**config.mk**
```make
export PLATFORM = sky130hd
export DESIGN_NAME = tile_fragment_walker_flat
export DESIGN_NICKNAME = d
export VERILOG_FILES = /design/src/sv/twf_pkg.sv /design/src/sv/twf_if.sv /design/src/sv/twf_div.sv /design/src/sv/twf_datapath.sv /design/src/sv/twf_ctrl.sv /design/src/sv/tile_fragment_walker.sv /design/src/flat_wrapper.sv
export SDC_FILE = /design/constraint.sdc
export NUM_CORES = 2
export LEC_CHECK = 0
export ABC_AREA = 1
export BUFFER_PORTS_ARGS = -buffer_cell sky130_fd_sc_hd__buf_2
export CAP_MARGIN = 0
export CORE_MARGIN = 2
export CORE_UTILIZATION = 48
export CTS_CLUSTER_DIAMETER = 40
export DETAILED_ROUTE_END_ITERATION = 6
export PLACE_DENSITY = 0.79
export SYNTH_ARGS = -nofsm -noshare
export SYNTH_HDL_FRONTEND = slang
export SYNTH_HIERARCHICAL = 1
export SYNTH_SLANG_ARGS = --single-unit
```
**constraint.sdc**
```tcl
create_clock -name clk_i -period 6.96 [get_ports clk_i]
set_input_delay 2.088 -clock clk_i [delete_from_list [all_inputs] [get_ports clk_i]]
set_output_delay 2.088 -clock clk_i [all_outputs]
set_load 0.02 [all_outputs]
```
**src/sv/twf_pkg.sv**
```systemverilog
`timescale 1ns / 1ps
// ----------------------------------------------------------------------------
// twf_pkg
// Shared types and constants of the tile fragment walker.
// ----------------------------------------------------------------------------
package twf_pkg;

  localparam int TN_W     = 24;
  localparam int DIM_W    = 13;
  localparam int COORD_W  = 12;
  localparam int TW_W     = 8;
  localparam int TH_W     = 5;
  localparam int FW_W     = 7;
  localparam int FH_W     = 4;
  localparam int SEED_W   = 24;
  localparam int CNT_W    = 6;
  localparam int CFG_IDX_W = 3;
  localparam int CFG_DAT_W = 13;
  localparam int DIV_STEPS = TN_W;
  localparam int DIV_CNT_W = $clog2(DIV_STEPS + 1);

  localparam int FRAG_MAX_DEF    = 64;
  localparam int SQUARE_SIDE_DEF = 8;
  localparam int MAX_RES_DEF     = 4096;

  typedef enum logic [CFG_IDX_W-1:0] {
    REG_TILE_WIDTH   = 3'd0,
    REG_TILE_HEIGHT  = 3'd1,
    REG_IMAGE_WIDTH  = 3'd2,
    REG_IMAGE_HEIGHT = 3'd3,
    REG_SQUARE_MODE  = 3'd4,
    REG_STEREO_ON    = 3'd5
  } cfg_reg_e;

  typedef enum logic {
    DIV_TILE_ROWS = 1'b0,
    DIV_TILE_SPLIT = 1'b1
  } div_sel_e;

  typedef struct packed {
    logic [TN_W-1:0] tile_number;
  } tile_t;

  typedef struct packed {
    logic                eye;
    logic [COORD_W-1:0]  x_first;
    logic [COORD_W-1:0]  y_first;
    logic [FW_W-1:0]     frag_width;
    logic [FH_W-1:0]     frag_height;
    logic [FW_W-1:0]     pixel_count;
    logic [SEED_W-1:0]   sample_seed;
    logic                clipped;
    logic                bad_tile;
    logic                last;
  } frag_t;

  typedef struct packed {
    logic     load;
    logic     div_start;
    div_sel_e div_sel;
    logic     split_load;
    logic     mul_load;
    logic     setup;
    logic     emit;
    logic     emit_bad;
  } cmd_t;

  typedef struct packed {
    logic div_busy;
    logic div_done;
    logic bad;
    logic out_free;
    logic frag_last;
  } sts_t;

endpackage

```
**src/sv/twf_if.sv**
```systemverilog
`timescale 1ns / 1ps
// ----------------------------------------------------------------------------
// twf_if
// Valid/ready channels of the tile fragment walker.
// ----------------------------------------------------------------------------
interface twf_tile_if;
  logic            valid;
  logic            ready;
  twf_pkg::tile_t  data;
  modport source (output valid, output data, input ready);
  modport sink (input valid, input data, output ready);
endinterface

interface twf_frag_if;
  logic            valid;
  logic            ready;
  twf_pkg::frag_t  data;
  modport source (output valid, output data, input ready);
  modport sink (input valid, input data, output ready);
endinterface

interface twf_cfg_if;
  logic                              valid;
  logic                              ready;
  logic [twf_pkg::CFG_IDX_W-1:0]     index;
  logic [twf_pkg::CFG_DAT_W-1:0]     wdata;
  modport source (output valid, output index, output wdata, input ready);
  modport sink (input valid, input index, input wdata, output ready);
endinterface

```
**src/sv/twf_div.sv**
```systemverilog
`timescale 1ns / 1ps
// ----------------------------------------------------------------------------
// twf_div
// Restoring divider, one quotient bit per cycle.
// ----------------------------------------------------------------------------
module twf_div (
  input  logic                         clk_i,
  input  logic                         rst_ni,
  input  logic                         start_i,
  input  logic [twf_pkg::TN_W-1:0]     dividend_i,
  input  logic [twf_pkg::DIM_W-1:0]    divisor_i,
  output logic                         busy_o,
  output logic                         done_o,
  output logic [twf_pkg::TN_W-1:0]     quot_o,
  output logic [twf_pkg::DIM_W-1:0]    rem_o
);

  logic [twf_pkg::DIV_CNT_W-1:0] cnt_q, cnt_d;
  logic                          done_q, done_d;
  logic [twf_pkg::TN_W-1:0]      q_q, q_d;
  logic [twf_pkg::DIM_W-1:0]     r_q, r_d;
  logic [twf_pkg::DIM_W-1:0]     dvs_q, dvs_d;
  logic [twf_pkg::DIM_W:0]       trial;
  logic                          fits;

  assign trial = {r_q, q_q[twf_pkg::TN_W-1]};
  assign fits  = trial >= {1'b0, dvs_q};

  always_comb begin
    cnt_d  = cnt_q;
    done_d = 1'b0;
    q_d    = q_q;
    r_d    = r_q;
    dvs_d  = dvs_q;
    if (start_i) begin
      cnt_d = twf_pkg::DIV_CNT_W'(twf_pkg::DIV_STEPS);
      q_d   = dividend_i;
      r_d   = '0;
      dvs_d = divisor_i;
    end else if (cnt_q != '0) begin
      cnt_d  = cnt_q - 1'b1;
      done_d = (cnt_q == twf_pkg::DIV_CNT_W'(1));
      q_d    = {q_q[twf_pkg::TN_W-2:0], fits};
      r_d    = fits ? twf_pkg::DIM_W'(trial - {1'b0, dvs_q})
                    : trial[twf_pkg::DIM_W-1:0];
    end
  end

  always_ff @(posedge clk_i or negedge rst_ni) begin
    if (!rst_ni) begin
      cnt_q  <= '0;
      done_q <= 1'b0;
    end else begin
      cnt_q  <= cnt_d;
      done_q <= done_d;
    end
  end

  always_ff @(posedge clk_i) begin
    q_q   <= q_d;
    r_q   <= r_d;
    dvs_q <= dvs_d;
  end

  assign busy_o = (cnt_q != '0);
  assign done_o = done_q;
  assign quot_o = q_q;
  assign rem_o  = r_q;

endmodule

```
**src/sv/twf_datapath.sv**
```systemverilog
`timescale 1ns / 1ps
// ----------------------------------------------------------------------------
// twf_datapath
// Configuration registers, tile split, clipping, fragment walk and output word.
// ----------------------------------------------------------------------------
module twf_datapath #(
  parameter int FRAG_MAX    = twf_pkg::FRAG_MAX_DEF,
  parameter int SQUARE_SIDE = twf_pkg::SQUARE_SIDE_DEF,
  parameter int MAX_RES     = twf_pkg::MAX_RES_DEF
) (
  input  logic                          clk_i,
  input  logic                          rst_ni,
  input  logic                          cfg_we_i,
  input  logic [twf_pkg::CFG_IDX_W-1:0] cfg_idx_i,
  input  logic [twf_pkg::CFG_DAT_W-1:0] cfg_data_i,
  input  twf_pkg::tile_t                tile_i,
  input  twf_pkg::cmd_t                 cmd_i,
  output twf_pkg::sts_t                 sts_o,
  output logic                          frag_valid_o,
  input  logic                          frag_ready_i,
  output twf_pkg::frag_t                frag_o
);

  localparam int DW   = twf_pkg::DIM_W;
  localparam int XPW  = twf_pkg::TN_W + twf_pkg::TW_W;
  localparam int YPW  = DW + twf_pkg::TH_W;
  localparam int PIXW = twf_pkg::FW_W + twf_pkg::FH_W;
  localparam logic [DW-1:0] LineStep = DW'(FRAG_MAX);
  localparam logic [DW-1:0] SqStep   = DW'(SQUARE_SIDE);
  localparam logic [DW-1:0] ResMax   = DW'(MAX_RES);

  // configuration
  logic [twf_pkg::TW_W-1:0] tw_q;
  logic [twf_pkg::TH_W-1:0] th_q;
  logic [DW-1:0]            iw_q, ih_q;
  logic                     square_q, stereo_q;
  logic [DW-1:0]            iw_sat, ih_sat;
  logic                     zero_size;

  always_ff @(posedge clk_i or negedge rst_ni) begin
    if (!rst_ni) begin
      tw_q     <= twf_pkg::TW_W'(8);
      th_q     <= twf_pkg::TH_W'(8);
      iw_q     <= DW'(512);
      ih_q     <= DW'(512);
      square_q <= 1'b0;
      stereo_q <= 1'b0;
    end else if (cfg_we_i) begin
      case (twf_pkg::cfg_reg_e'(cfg_idx_i))
        twf_pkg::REG_TILE_WIDTH:   tw_q     <= cfg_data_i[twf_pkg::TW_W-1:0];
        twf_pkg::REG_TILE_HEIGHT:  th_q     <= cfg_data_i[twf_pkg::TH_W-1:0];
        twf_pkg::REG_IMAGE_WIDTH:  iw_q     <= cfg_data_i;
        twf_pkg::REG_IMAGE_HEIGHT: ih_q     <= cfg_data_i;
        twf_pkg::REG_SQUARE_MODE:  square_q <= cfg_data_i[0];
        twf_pkg::REG_STEREO_ON:    stereo_q <= cfg_data_i[0];
        default: ;
      endcase
    end
  end

  assign iw_sat    = (iw_q > ResMax) ? ResMax : iw_q;
  assign ih_sat    = (ih_q > ResMax) ? ResMax : ih_q;
  assign zero_size = (tw_q == '0) || (th_q == '0) || (iw_sat == '0) || (ih_sat == '0);

  // tile split through the shared divider
  logic [twf_pkg::TN_W-1:0] tn_q;
  logic [twf_pkg::TN_W-1:0] div_dividend, div_quot;
  logic [DW-1:0]            div_divisor, div_rem;
  logic                     div_busy, div_done;
  logic [DW:0]              rows_num;

  assign rows_num     = {1'b0, ih_sat} + (DW+1)'(th_q) - (DW+1)'(1);
  assign div_dividend = (cmd_i.div_sel == twf_pkg::DIV_TILE_ROWS)
                        ? twf_pkg::TN_W'(rows_num) : tn_q;
  assign div_divisor  = (cmd_i.div_sel == twf_pkg::DIV_TILE_ROWS)
                        ? DW'(th_q) : div_quot[DW-1:0];

  twf_div u_div (
    .clk_i      (clk_i),
    .rst_ni     (rst_ni),
    .start_i    (cmd_i.div_start),
    .dividend_i (div_dividend),
    .divisor_i  (div_divisor),
    .busy_o     (div_busy),
    .done_o     (div_done),
    .quot_o     (div_quot),
    .rem_o      (div_rem)
  );

  logic [twf_pkg::TN_W-1:0]               xt_q;
  logic [DW-1:0]                          yt_q;
  logic [twf_pkg::TN_W+twf_pkg::TW_W-1:0] xprod_q;
  logic [DW+twf_pkg::TH_W-1:0]            yprod_q;

  always_ff @(posedge clk_i) begin
    if (cmd_i.load) tn_q <= tile_i.tile_number;
    if (cmd_i.split_load) begin
      xt_q <= div_quot;
      yt_q <= div_rem;
    end
    if (cmd_i.mul_load) begin
      xprod_q <= XPW'(xt_q) * XPW'(tw_q);
      yprod_q <= YPW'(yt_q) * YPW'(th_q);
    end
  end

  // clipped tile rectangle
  logic [DW-1:0] xs, ys, xe_sum, ye_sum, xe, ye;
  assign xs     = xprod_q[DW-1:0];
  assign ys     = yprod_q[DW-1:0];
  assign xe_sum = xs + DW'(tw_q);
  assign ye_sum = ys + DW'(th_q);
  assign xe     = (xe_sum > iw_sat) ? iw_sat : xe_sum;
  assign ye     = (ye_sum > ih_sat) ? ih_sat : ye_sum;

  // fragment walk
  logic [DW-1:0]             xs_q, xe_q, ys_q, ye_q, x_q, y_q, iws_q;
  logic                      eye_q;
  logic [twf_pkg::CNT_W-1:0] cnt_q;
  logic [DW-1:0]             x_step, y_step, x_nx, y_nx, w_rem, h_rem, w_max;
  logic [DW-1:0]             w_sel, h_sel;
  logic                      x_wrap, y_wrap, tile_end, frag_last;
  logic [twf_pkg::FW_W+twf_pkg::FH_W-1:0] pix;
  logic [2*DW-1:0]           seed_full;
  twf_pkg::frag_t            frag;
  twf_pkg::frag_t            frag_bad;

  assign x_step   = square_q ? SqStep : LineStep;
  assign y_step   = square_q ? SqStep : DW'(1);
  assign x_nx     = x_q + x_step;
  assign y_nx     = y_q + y_step;
  assign x_wrap   = x_nx >= xe_q;
  assign y_wrap   = y_nx >= ye_q;
  assign tile_end = x_wrap && y_wrap && (!stereo_q || eye_q);
  assign frag_last = tile_end || (cnt_q == '1);

  assign w_rem = xe_q - x_q;
  assign h_rem = ye_q - y_q;
  assign w_max = square_q ? SqStep : LineStep;
  assign w_sel = (w_rem > w_max) ? w_max : w_rem;
  assign h_sel = !square_q ? DW'(1) : ((h_rem > SqStep) ? SqStep : h_rem);
  assign pix   = PIXW'(w_sel[twf_pkg::FW_W-1:0]) * PIXW'(h_sel[twf_pkg::FH_W-1:0]);
  assign seed_full = (2*DW)'(x_q) * (2*DW)'(iws_q) + (2*DW)'(y_q);

  always_comb begin
    frag             = '0;
    frag.eye         = eye_q;
    frag.x_first     = x_q[twf_pkg::COORD_W-1:0];
    frag.y_first     = y_q[twf_pkg::COORD_W-1:0];
    frag.frag_width  = w_sel[twf_pkg::FW_W-1:0];
    frag.frag_height = h_sel[twf_pkg::FH_W-1:0];
    frag.pixel_count = pix[twf_pkg::FW_W-1:0];
    frag.sample_seed = seed_full[twf_pkg::SEED_W-1:0];
    frag.clipped     = square_q && ((w_sel != SqStep) || (h_sel != SqStep));
    frag.last        = frag_last;
  end

  always_comb begin
    frag_bad          = '0;
    frag_bad.bad_tile = 1'b1;
    frag_bad.last     = 1'b1;
  end

  always_ff @(posedge clk_i) begin
    if (cmd_i.setup) begin
      xs_q  <= xs;
      xe_q  <= xe;
      ys_q  <= ys;
      ye_q  <= ye;
      x_q   <= xs;
      y_q   <= ys;
      iws_q <= iw_sat;
      eye_q <= 1'b0;
      cnt_q <= '0;
    end else if (cmd_i.emit) begin
      cnt_q <= cnt_q + 1'b1;
      if (x_wrap) begin
        x_q <= xs_q;
        if (y_wrap) begin
          y_q   <= ys_q;
          eye_q <= 1'b1;
        end else begin
          y_q <= y_nx;
        end
      end else begin
        x_q <= x_nx;
      end
    end
  end

  // output word register
  logic           out_valid_q;
  twf_pkg::frag_t out_q;
  logic           out_free;

  assign out_free = !out_valid_q || frag_ready_i;

  always_ff @(posedge clk_i or negedge rst_ni) begin
    if (!rst_ni) begin
      out_valid_q <= 1'b0;
    end else if (cmd_i.emit || cmd_i.emit_bad) begin
      out_valid_q <= 1'b1;
    end else if (frag_ready_i) begin
      out_valid_q <= 1'b0;
    end
  end

  always_ff @(posedge clk_i) begin
    if (cmd_i.emit) begin
      out_q <= frag;
    end else if (cmd_i.emit_bad) begin
      out_q <= frag_bad;
    end
  end

  assign frag_valid_o    = out_valid_q;
  assign frag_o          = out_q;
  assign sts_o.div_busy  = div_busy;
  assign sts_o.div_done  = div_done;
  assign sts_o.bad       = zero_size ||
                           (xprod_q >= (twf_pkg::TN_W+twf_pkg::TW_W)'(iw_sat));
  assign sts_o.out_free  = out_free;
  assign sts_o.frag_last = frag_last;

endmodule

```
**src/sv/twf_ctrl.sv**
```systemverilog
`timescale 1ns / 1ps
// ----------------------------------------------------------------------------
// twf_ctrl
// Sequencer: tile split, range check, then one fragment word per cycle while the output register is free.
// ----------------------------------------------------------------------------
module twf_ctrl (
  input  logic          clk_i,
  input  logic          rst_ni,
  input  logic          in_valid_i,
  output logic          in_ready_o,
  input  twf_pkg::sts_t sts_i,
  output twf_pkg::cmd_t cmd_o
);

  typedef enum logic [6:0] {
    S_IDLE  = 7'b0000001,
    S_DIVY  = 7'b0000010,
    S_DIVT  = 7'b0000100,
    S_MUL   = 7'b0001000,
    S_RANGE = 7'b0010000,
    S_EMIT  = 7'b0100000,
    S_BAD   = 7'b1000000
  } state_e;

  state_e state_q, state_d;

  always_comb begin
    state_d = state_q;
    cmd_o   = '0;
    cmd_o.div_sel = twf_pkg::DIV_TILE_ROWS;
    case (state_q)
      S_IDLE: begin
        if (in_valid_i) begin
          cmd_o.load      = 1'b1;
          cmd_o.div_start = 1'b1;
          state_d         = S_DIVY;
        end
      end
      S_DIVY: begin
        if (sts_i.div_done) begin
          cmd_o.div_sel   = twf_pkg::DIV_TILE_SPLIT;
          cmd_o.div_start = 1'b1;
          state_d         = S_DIVT;
        end
      end
      S_DIVT: begin
        if (sts_i.div_done) begin
          cmd_o.split_load = 1'b1;
          state_d          = S_MUL;
        end
      end
      S_MUL: begin
        cmd_o.mul_load = 1'b1;
        state_d        = S_RANGE;
      end
      S_RANGE: begin
        if (sts_i.bad) begin
          state_d = S_BAD;
        end else begin
          cmd_o.setup = 1'b1;
          state_d     = S_EMIT;
        end
      end
      S_EMIT: begin
        if (sts_i.out_free) begin
          cmd_o.emit = 1'b1;
          if (sts_i.frag_last) state_d = S_IDLE;
        end
      end
      S_BAD: begin
        if (sts_i.out_free) begin
          cmd_o.emit_bad = 1'b1;
          state_d        = S_IDLE;
        end
      end
      default: state_d = S_IDLE;
    endcase
  end

  always_ff @(posedge clk_i or negedge rst_ni) begin
    if (!rst_ni) begin
      state_q <= S_IDLE;
    end else begin
      state_q <= state_d;
    end
  end

  assign in_ready_o = (state_q == S_IDLE);

endmodule

```
**src/sv/tile_fragment_walker.sv**
```systemverilog
`timescale 1ns / 1ps
// ----------------------------------------------------------------------------
// tile_fragment_walker
// Splits a tile number into a clipped tile rectangle and walks its fragments.
//
// Channels: tile_i takes one tile number per word; frag_o gives the fragment
// words of that tile, the final one flagged by last; cfg_i writes the six
// setup registers by index and is always ready. Write cfg_i only while idle.
// A tile number beyond the image gives one word with bad_tile and last set.
// The tile split runs two passes of a 24-step restoring divider (tile-row
// count, then column and row), followed by a split load, a multiply and a
// range check with clipping. Fragments then leave one per cycle while frag_o
// does not stall, at most 64 per tile. The next tile is accepted once the
// last word of the current one sits in the output register. A stall on
// frag_o holds the walk; the output register keeps the word until it is
// taken. Reset returns the setup registers to their defaults and leaves the
// block idle with no word pending.
// ----------------------------------------------------------------------------
module tile_fragment_walker #(
  parameter int FRAG_MAX    = twf_pkg::FRAG_MAX_DEF,
  parameter int SQUARE_SIDE = twf_pkg::SQUARE_SIDE_DEF,
  parameter int MAX_RES     = twf_pkg::MAX_RES_DEF
) (
  input  logic       clk_i,
  input  logic       rst_ni,
  twf_tile_if.sink   tile_i,
  twf_frag_if.source frag_o,
  twf_cfg_if.sink    cfg_i
);

  twf_pkg::cmd_t cmd;
  twf_pkg::sts_t sts;

  assign cfg_i.ready = 1'b1;

  twf_ctrl u_ctrl (
    .clk_i      (clk_i),
    .rst_ni     (rst_ni),
    .in_valid_i (tile_i.valid),
    .in_ready_o (tile_i.ready),
    .sts_i      (sts),
    .cmd_o      (cmd)
  );

  twf_datapath #(
    .FRAG_MAX    (FRAG_MAX),
    .SQUARE_SIDE (SQUARE_SIDE),
    .MAX_RES     (MAX_RES)
  ) u_datapath (
    .clk_i        (clk_i),
    .rst_ni       (rst_ni),
    .cfg_we_i     (cfg_i.valid),
    .cfg_idx_i    (cfg_i.index),
    .cfg_data_i   (cfg_i.wdata),
    .tile_i       (tile_i.data),
    .cmd_i        (cmd),
    .sts_o        (sts),
    .frag_valid_o (frag_o.valid),
    .frag_ready_i (frag_o.ready),
    .frag_o       (frag_o.data)
  );

  a_busy_after_accept: assert property (@(posedge clk_i) disable iff (!rst_ni)
    tile_i.valid && tile_i.ready |=> !tile_i.ready)
    else $error("tile accepted twice in a row");

  a_div_start_idle: assert property (@(posedge clk_i) disable iff (!rst_ni)
    cmd.div_start |-> !sts.div_busy)
    else $error("divider restarted while busy");

  a_emit_has_room: assert property (@(posedge clk_i) disable iff (!rst_ni)
    (cmd.emit || cmd.emit_bad) |-> sts.out_free)
    else $error("word loaded over a pending word");

  a_bad_is_last: assert property (@(posedge clk_i) disable iff (!rst_ni)
    frag_o.valid && frag_o.data.bad_tile |-> frag_o.data.last)
    else $error("bad tile word without last");

endmodule
```
**src/flat_wrapper.sv**
```systemverilog
// flat-port wrapper written by rule: the top's interface ports become plain ports
module tile_fragment_walker_flat 
#(
  parameter int FRAG_MAX    = twf_pkg::FRAG_MAX_DEF,
  parameter int SQUARE_SIDE = twf_pkg::SQUARE_SIDE_DEF,
  parameter int MAX_RES     = twf_pkg::MAX_RES_DEF
)
  (clk_i, rst_ni, tile_i_valid, tile_i_data, tile_i_ready, frag_o_valid, frag_o_data, frag_o_ready, cfg_i_valid, cfg_i_index, cfg_i_wdata, cfg_i_ready);
  twf_tile_if tile_i_i ();
  twf_frag_if frag_o_i ();
  twf_cfg_if cfg_i_i ();
  input  logic clk_i;
  input  logic rst_ni;
  input wire logic [$bits(tile_i_i.valid)-1:0] tile_i_valid;
  input wire logic [$bits(tile_i_i.data)-1:0] tile_i_data;
  output wire logic [$bits(tile_i_i.ready)-1:0] tile_i_ready;
  output wire logic [$bits(frag_o_i.valid)-1:0] frag_o_valid;
  output wire logic [$bits(frag_o_i.data)-1:0] frag_o_data;
  input wire logic [$bits(frag_o_i.ready)-1:0] frag_o_ready;
  input wire logic [$bits(cfg_i_i.valid)-1:0] cfg_i_valid;
  input wire logic [$bits(cfg_i_i.index)-1:0] cfg_i_index;
  input wire logic [$bits(cfg_i_i.wdata)-1:0] cfg_i_wdata;
  output wire logic [$bits(cfg_i_i.ready)-1:0] cfg_i_ready;
  assign tile_i_i.valid = tile_i_valid;
  assign tile_i_i.data = tile_i_data;
  assign tile_i_ready = tile_i_i.ready;
  assign frag_o_valid = frag_o_i.valid;
  assign frag_o_data = frag_o_i.data;
  assign frag_o_i.ready = frag_o_ready;
  assign cfg_i_i.valid = cfg_i_valid;
  assign cfg_i_i.index = cfg_i_index;
  assign cfg_i_i.wdata = cfg_i_wdata;
  assign cfg_i_ready = cfg_i_i.ready;
  tile_fragment_walker #(.FRAG_MAX(FRAG_MAX), .SQUARE_SIDE(SQUARE_SIDE), .MAX_RES(MAX_RES)) u_core (.clk_i(clk_i), .rst_ni(rst_ni), .tile_i(tile_i_i), .frag_o(frag_o_i), .cfg_i(cfg_i_i));
endmodule
```
Word-level counts from Yosys, hierarchy flattened
Index checks and enable logic that the tools add are counted.
{"block": "totals", "ramBits": 0, "latchBits": 0, "word_cells": 170, "reg_bits": 379, "rom_bits": 0, "input_bits": 45, "mem_count": 0, "output_inout_bits": 73}
{"block": "classes", "addsub": 12, "n_mul": 4, "n_div": 0, "reduce_logical": 34, "bitwise_logic": 0, "n_mux": 50, "n_eq_ne": 22, "n_shift": 0, "n_lt_le_gt_ge": 10}
{"operator": "$mux 13", "count": 15}
{"operator": "$mux 70", "count": 2}
{"operator": "$mux 24", "count": 3}
{"operator": "$mux 7", "count": 8}
{"operator": "$pmux 7 s7", "count": 1}
{"operator": "$sub 13x13->13", "count": 3}
{"operator": "$ge 32x13->1", "count": 1}
{"operator": "$mul 24x8->32", "count": 1}
{"operator": "$ge 13x13->1", "count": 2}
{"operator": "$gt 13x13->1", "count": 2}
{"operator": "$gt 13x13->1 const B", "count": 2}
{"operator": "$logic_not 13->1", "count": 2}
{"operator": "$ne 13x4->1 const B", "count": 2}
{"operator": "$add 24x13->24", "count": 1}
{"operator": "$mul 13x13->24", "count": 1}
{"operator": "$mux 5", "count": 3}
{"operator": "$add 13x5->14", "count": 1}
{"operator": "$ge 14x13->1", "count": 1}
{"operator": "$mux 1", "count": 14}
{"operator": "$reduce_and 2->1", "count": 7}
{"operator": "$sub 14x1->14 const B", "count": 1}
{"operator": "$add 13x13->13", "count": 1}
{"operator": "$add 13x4->13", "count": 1}
{"operator": "$add 13x5->13", "count": 1}
{"operator": "33 further kinds", "count": 56}

Depth between registers and ports, before layout
{"block": "logic_depth", "depth_word": 10, "depth_mapped": 37}

By module
Netlist, hierarchy kept.
{"module": "twf_datapath", "n_inst": 1, "area_per_inst_um2": 30654.4, "cells_per_inst": 3630}
{"module": "twf_div", "n_inst": 1, "area_per_inst_um2": 3246.9, "cells_per_inst": 415}
{"module": "twf_ctrl", "n_inst": 1, "area_per_inst_um2": 505.5, "cells_per_inst": 80}
{"module": "tile_fragment_walker", "n_inst": 1, "area_per_inst_um2": 11.3, "cells_per_inst": 2}

Least setup slack after synthesis
OpenSTA, ideal clock, no wires.
{"block": "synth_timing", "path_type": "reg-to-reg", "start": "register u_core.u_datapath.iw_q[0]", "end": "register u_core.u_datapath.x_q[0] (enable)", "t_arrival_ns": 6.328, "setup_slack_ns": 0.220, "n_path_buf": 1, "synth_period_minus_slack_ns": 6.740, "path_stages_with_launch": 21, "setup_ns": 0.411, "cell_sequence": "dfrtp_1 nor4_1 nand3_1 nand2_1 nand2_1 inv_1 ha_1 o21ai_0 nand2_1 nand3_1 nand2_1 nand4_1 nand3_1 a21oi_1 o21ai_0 nand4_1 o311ai_0 nor2_1 inv_1 clkbuf_1 o21ai_0"}
{"element": "start, declared", "line_no": "twf_datapath.sv:35", "source": "logic [DW-1:0] iw_q, ih_q;"}
{"element": "start signal, assigned", "line_no": "twf_datapath.sv:52", "source": "twf_pkg::REG_IMAGE_WIDTH: iw_q <= cfg_data_i;"}
{"element": "end signal, assigned", "line_no": "twf_datapath.sv:170", "source": "x_q <= xs;"}
{"element": "end signal, assigned", "line_no": "twf_datapath.sv:178", "source": "x_q <= xs_q;"}
{"element": "end signal, assigned", "line_no": "twf_datapath.sv:186", "source": "x_q <= x_nx;"}
{"element": "end, declared", "line_no": "twf_datapath.sv:117", "source": "logic [DW-1:0] xs_q, xe_q, ys_q, ye_q, x_q, y_q, iws_q;"}

Final worst setup path
{"block": "layout_timing", "start": "register u_core.u_datapath.x_q[7]", "end": "register u_core.u_datapath.out_q (netlist bit u_core/u_datapath/frag_o[26]), data pin"}
{"block": "layout_between", "elab_chain_cells": 3}
{"element": "$mul 13x13->24", "line_no": "twf_datapath.sv:143", "source": "assign seed_full = (2*DW)'(x_q) * (2*DW)'(iws_q) + (2*DW)'(y_q);"}
{"element": "$add 24x13->24", "line_no": "twf_datapath.sv:143"}
{"element": "$mux 70", "line_no": "twf_datapath.sv:209", "source": "if (cmd_i.emit) begin"}
{"element": "end signal, assigned", "line_no": "twf_datapath.sv:210", "source": "out_q <= frag;"}
{"element": "end signal, assigned", "line_no": "twf_datapath.sv:212", "source": "out_q <= frag_bad;"}
{"element": "end, declared", "line_no": "twf_datapath.sv:193", "source": "twf_pkg::frag_t out_q;"}
No other way between the ends.
A chain may end at the register's enable or synchronous reset.

==> summary.md <==
| Metric | Value |
|---|---|
| Max-cap viol count | `0` |
| Placer congestion estimate | `0.9491` |
| Tot GR Track Use | `21.77%` |
| Largest net degree at the start of global routing | `87` |
| Die Width | `roughly 270 µm` |
| Sink Count | `about 380` |
| Hold Crit Depth | `0` |
| Residual DRC count | `0` |
| R2r worst-path depth | `25` |
| CP endpoint kind | `flop` |
| Num rows | `between 90 and 100` |
| Status | `finished, final reports clean` |
| Max clock buf depth | `3` |
| Data arrival, critical path | `between 6000 and 7000 ps` |
| F_max | `~0.16 GHz` |
| Fin crit period | `between 6000 and 7000 ps` |
| Worst reg2reg endpoint | `u_core/u_datapath/frag_o[26]` |
| Setup Viol. Count Final | `0` |
| PwrDens | `between 200 and 300 mW/mm²` |
| Post-detail-place hpwl | `61920 µm` |
| Cell count after synthesis | `between 4000 and 5000` |
| Syn avg cell area | `8.340 µm²` |
| Tcrit/Tclk final | `just over 90%` |
| Clk root buf | `clkbuf_16` |
| Hold buffer count at cts | `0` |
| WL final | `~79000 µm` |
| Worst-Margin Slew | `1233 ps` |
| Met2 usage | `36.59%` |
| Slew Viols, Final | `0` |
| Clk_lat worst skew | `630 ps` |
| First-pass GRT wire length | `130700 µm` |
| Num CTS Buffers | `57` |
| R2r setup slk | `580 ps` |
| Vias in the first global route | `between 20000 and 30000` |
| Post-Syn Area | `between 0.03 and 0.04 mm²` |
| Post-CTS resize count | `0` |
| CP required | `around 7300 ps` |
| Grt peak-use layer | `met2` |
| Critical path type | `flop to flop` |
| Initial antenna violation count | `1` |
| Synth-to-layout area growth | `9.683%` |
| Critical-path maximum fanout | `17` |
| Setup TNS Final | `0 ps` |
| Initial DRT Pass Iterations | `6` |
| Worst r2r src | `u_core/u_datapath/x_q[7]` |
| Maximum VDD drop | `just over 0.3 mV` |
| Synth warn | `6` |
| Layout Utilization | `a little over half` |
| Met1 usage | `28.75%` |
| Leakage | `a little under 20 nW` |
| Initial drt markers | `between 1500 and 2000` |
| Port bufs | `116` |
| RSZ-0062 raised after global routing | `no` |
| Vias | `around 27000` |
| Via-per-instance ratio | `slightly above 5` |
| Slew HR | `between 10% and 20%` |
| Reg clk slew, reported paths | `60 ps` |
| Net Count, Synth | `approximately 4800` |
| # fillers | `approximately 6300` |
| WL/cell | `about 15 µm` |
| HP Class | `flop to flop` |
| Final #Nets | `slightly below 5000` |
| CTS HTree Levels | `2` |
| Die Y | `271.7 µm` |
| Min-delay src | `u_core/u_datapath/u_div/quot_o[22]` |
| Post-CTS Setup Bufs | `0` |
| Commonest non-fill, non-tap cells in the layout | `nand2_1, inv_1, edfxtp_1` |
| Antenna-violating nets left | `0` |
| Fraction of layout cells with a size suffix above 1 | `under 10%` |
| Ports | `118` |
| Final hold vios | `0` |
| Initial core utilization | `between 40% and 50%` |
| Clock skew | `22.08 ps` |
| CP Launch Type | `flop` |
| CORE AREA | `~0.07 mm²` |
| Grt total ovfl | `0` |
| Hold Path End | `u_core/u_datapath/xt_q[22]` |
| GR Util met3 | `3.008%` |
| Die footprint | `around 0.074 mm²` |
| CTS tree | `built` |
| Commonest non-fill, non-tap cell in the layout | `nand2_1` |
## how the worst max path moves through the flow
stage,start,endpoint,cells after the start,slack [ps]
6_report,u_core/u_datapath/x_q[7],u_core/u_datapath/frag_o[26],25,580
3_3_place_gp,u_core/u_datapath/x_q[7],u_core/u_datapath/frag_o[26],25,730
2_1_floorplan,u_core/u_datapath/iw_q[0],u_core/u_datapath/x_q[0],20,220
3_5_place_dp,u_core/u_datapath/x_q[7],u_core/u_datapath/frag_o[26],25,610
5_1_grt,u_core/u_datapath/x_q[7],u_core/u_datapath/frag_o[26],25,150
4_1_cts,u_core/u_datapath/x_q[7],u_core/u_datapath/frag_o[26],25,610
## power breakdown
part	switching [W]	total, W	leakage, nW	internal, W
Combinational	0.00282	0.00455	14.8	0.00173
Sequential	0.000266	0.00318	3.75	0.00291
Clock	0.00117	0.00284	0.937	0.00167
## critical path, cell delays in order, from the launching register on
cell and delay (ps):
edfxtp_1 660, nand2_1 140, inv_1 60, fa_1 480, inv_1 50, fa_1 530, inv_1 50, fa_1 510
inv_1 50, fa_1 460, fa_1 540, inv_1 50, fa_1 450, ha_1 340, inv_1 100, o21bai_1 60
nor2_1 100, nand2_1 80, a21boi_0 250, inv_1 110, a21oi_1 300, o21bai_1 150, a21oi_1 210, o21ai_0 130
o21ai_0 180, a21oi_1 60
## flip-flops by register name (all words and copies together) (netlist names), 24 cells and up
name,flops
u_core/u_datapath/frag_o,70
u_core/u_datapath/tn_q,24
u_core/u_datapath/u_div/quot_o,24
u_core/u_datapath/xprod_q,32
u_core/u_datapath/xt_q,24
## metrics by stage
stage          cells  worst slack, ps  hold WS [ps]  power [W]  cell area, µm²
6_report        5186            576.3         454.3    0.01056           37740
3_3_place_gp    5080            735.0         428.7   0.007587           35830
5_1_grt         5186            147.1         470.7    0.01144           37740
3_5_place_dp    5080            613.9         439.7   0.007719           35830
2_1_floorplan   4126            220.4         422.3   0.006634           34410
4_1_cts         5185            605.7         457.4    0.01062           37740
## routing by layer
layer / wire, µm / up-vias
met4: 2900 / 0
li1: - / 12920
met3: 5535 / 166
met5: 0 / -
met2: 36690 / 934
met1: 33670 / 12600
## final cells by class
| class | instances | area (µm²) | area share (%) |
|---|---|---|---|
| flip-flops and latches | 379 | 10900 | 28.88 |
| multi-input cells | 2680 | 19490 | 51.63 |
| well taps | 950 | 1189 | 3.149 |
| clock inverters | 44 | 473.0 | 1.253 |
| inverters | 933 | 3502 | 9.279 |
| repair buffers | 138 | 745.7 | 1.976 |
| diodes | 1 | 2.502 | 0.006630 |
| clock buffers | 61 | 1441 | 3.819 |
(Power assumes the default switching activity.)
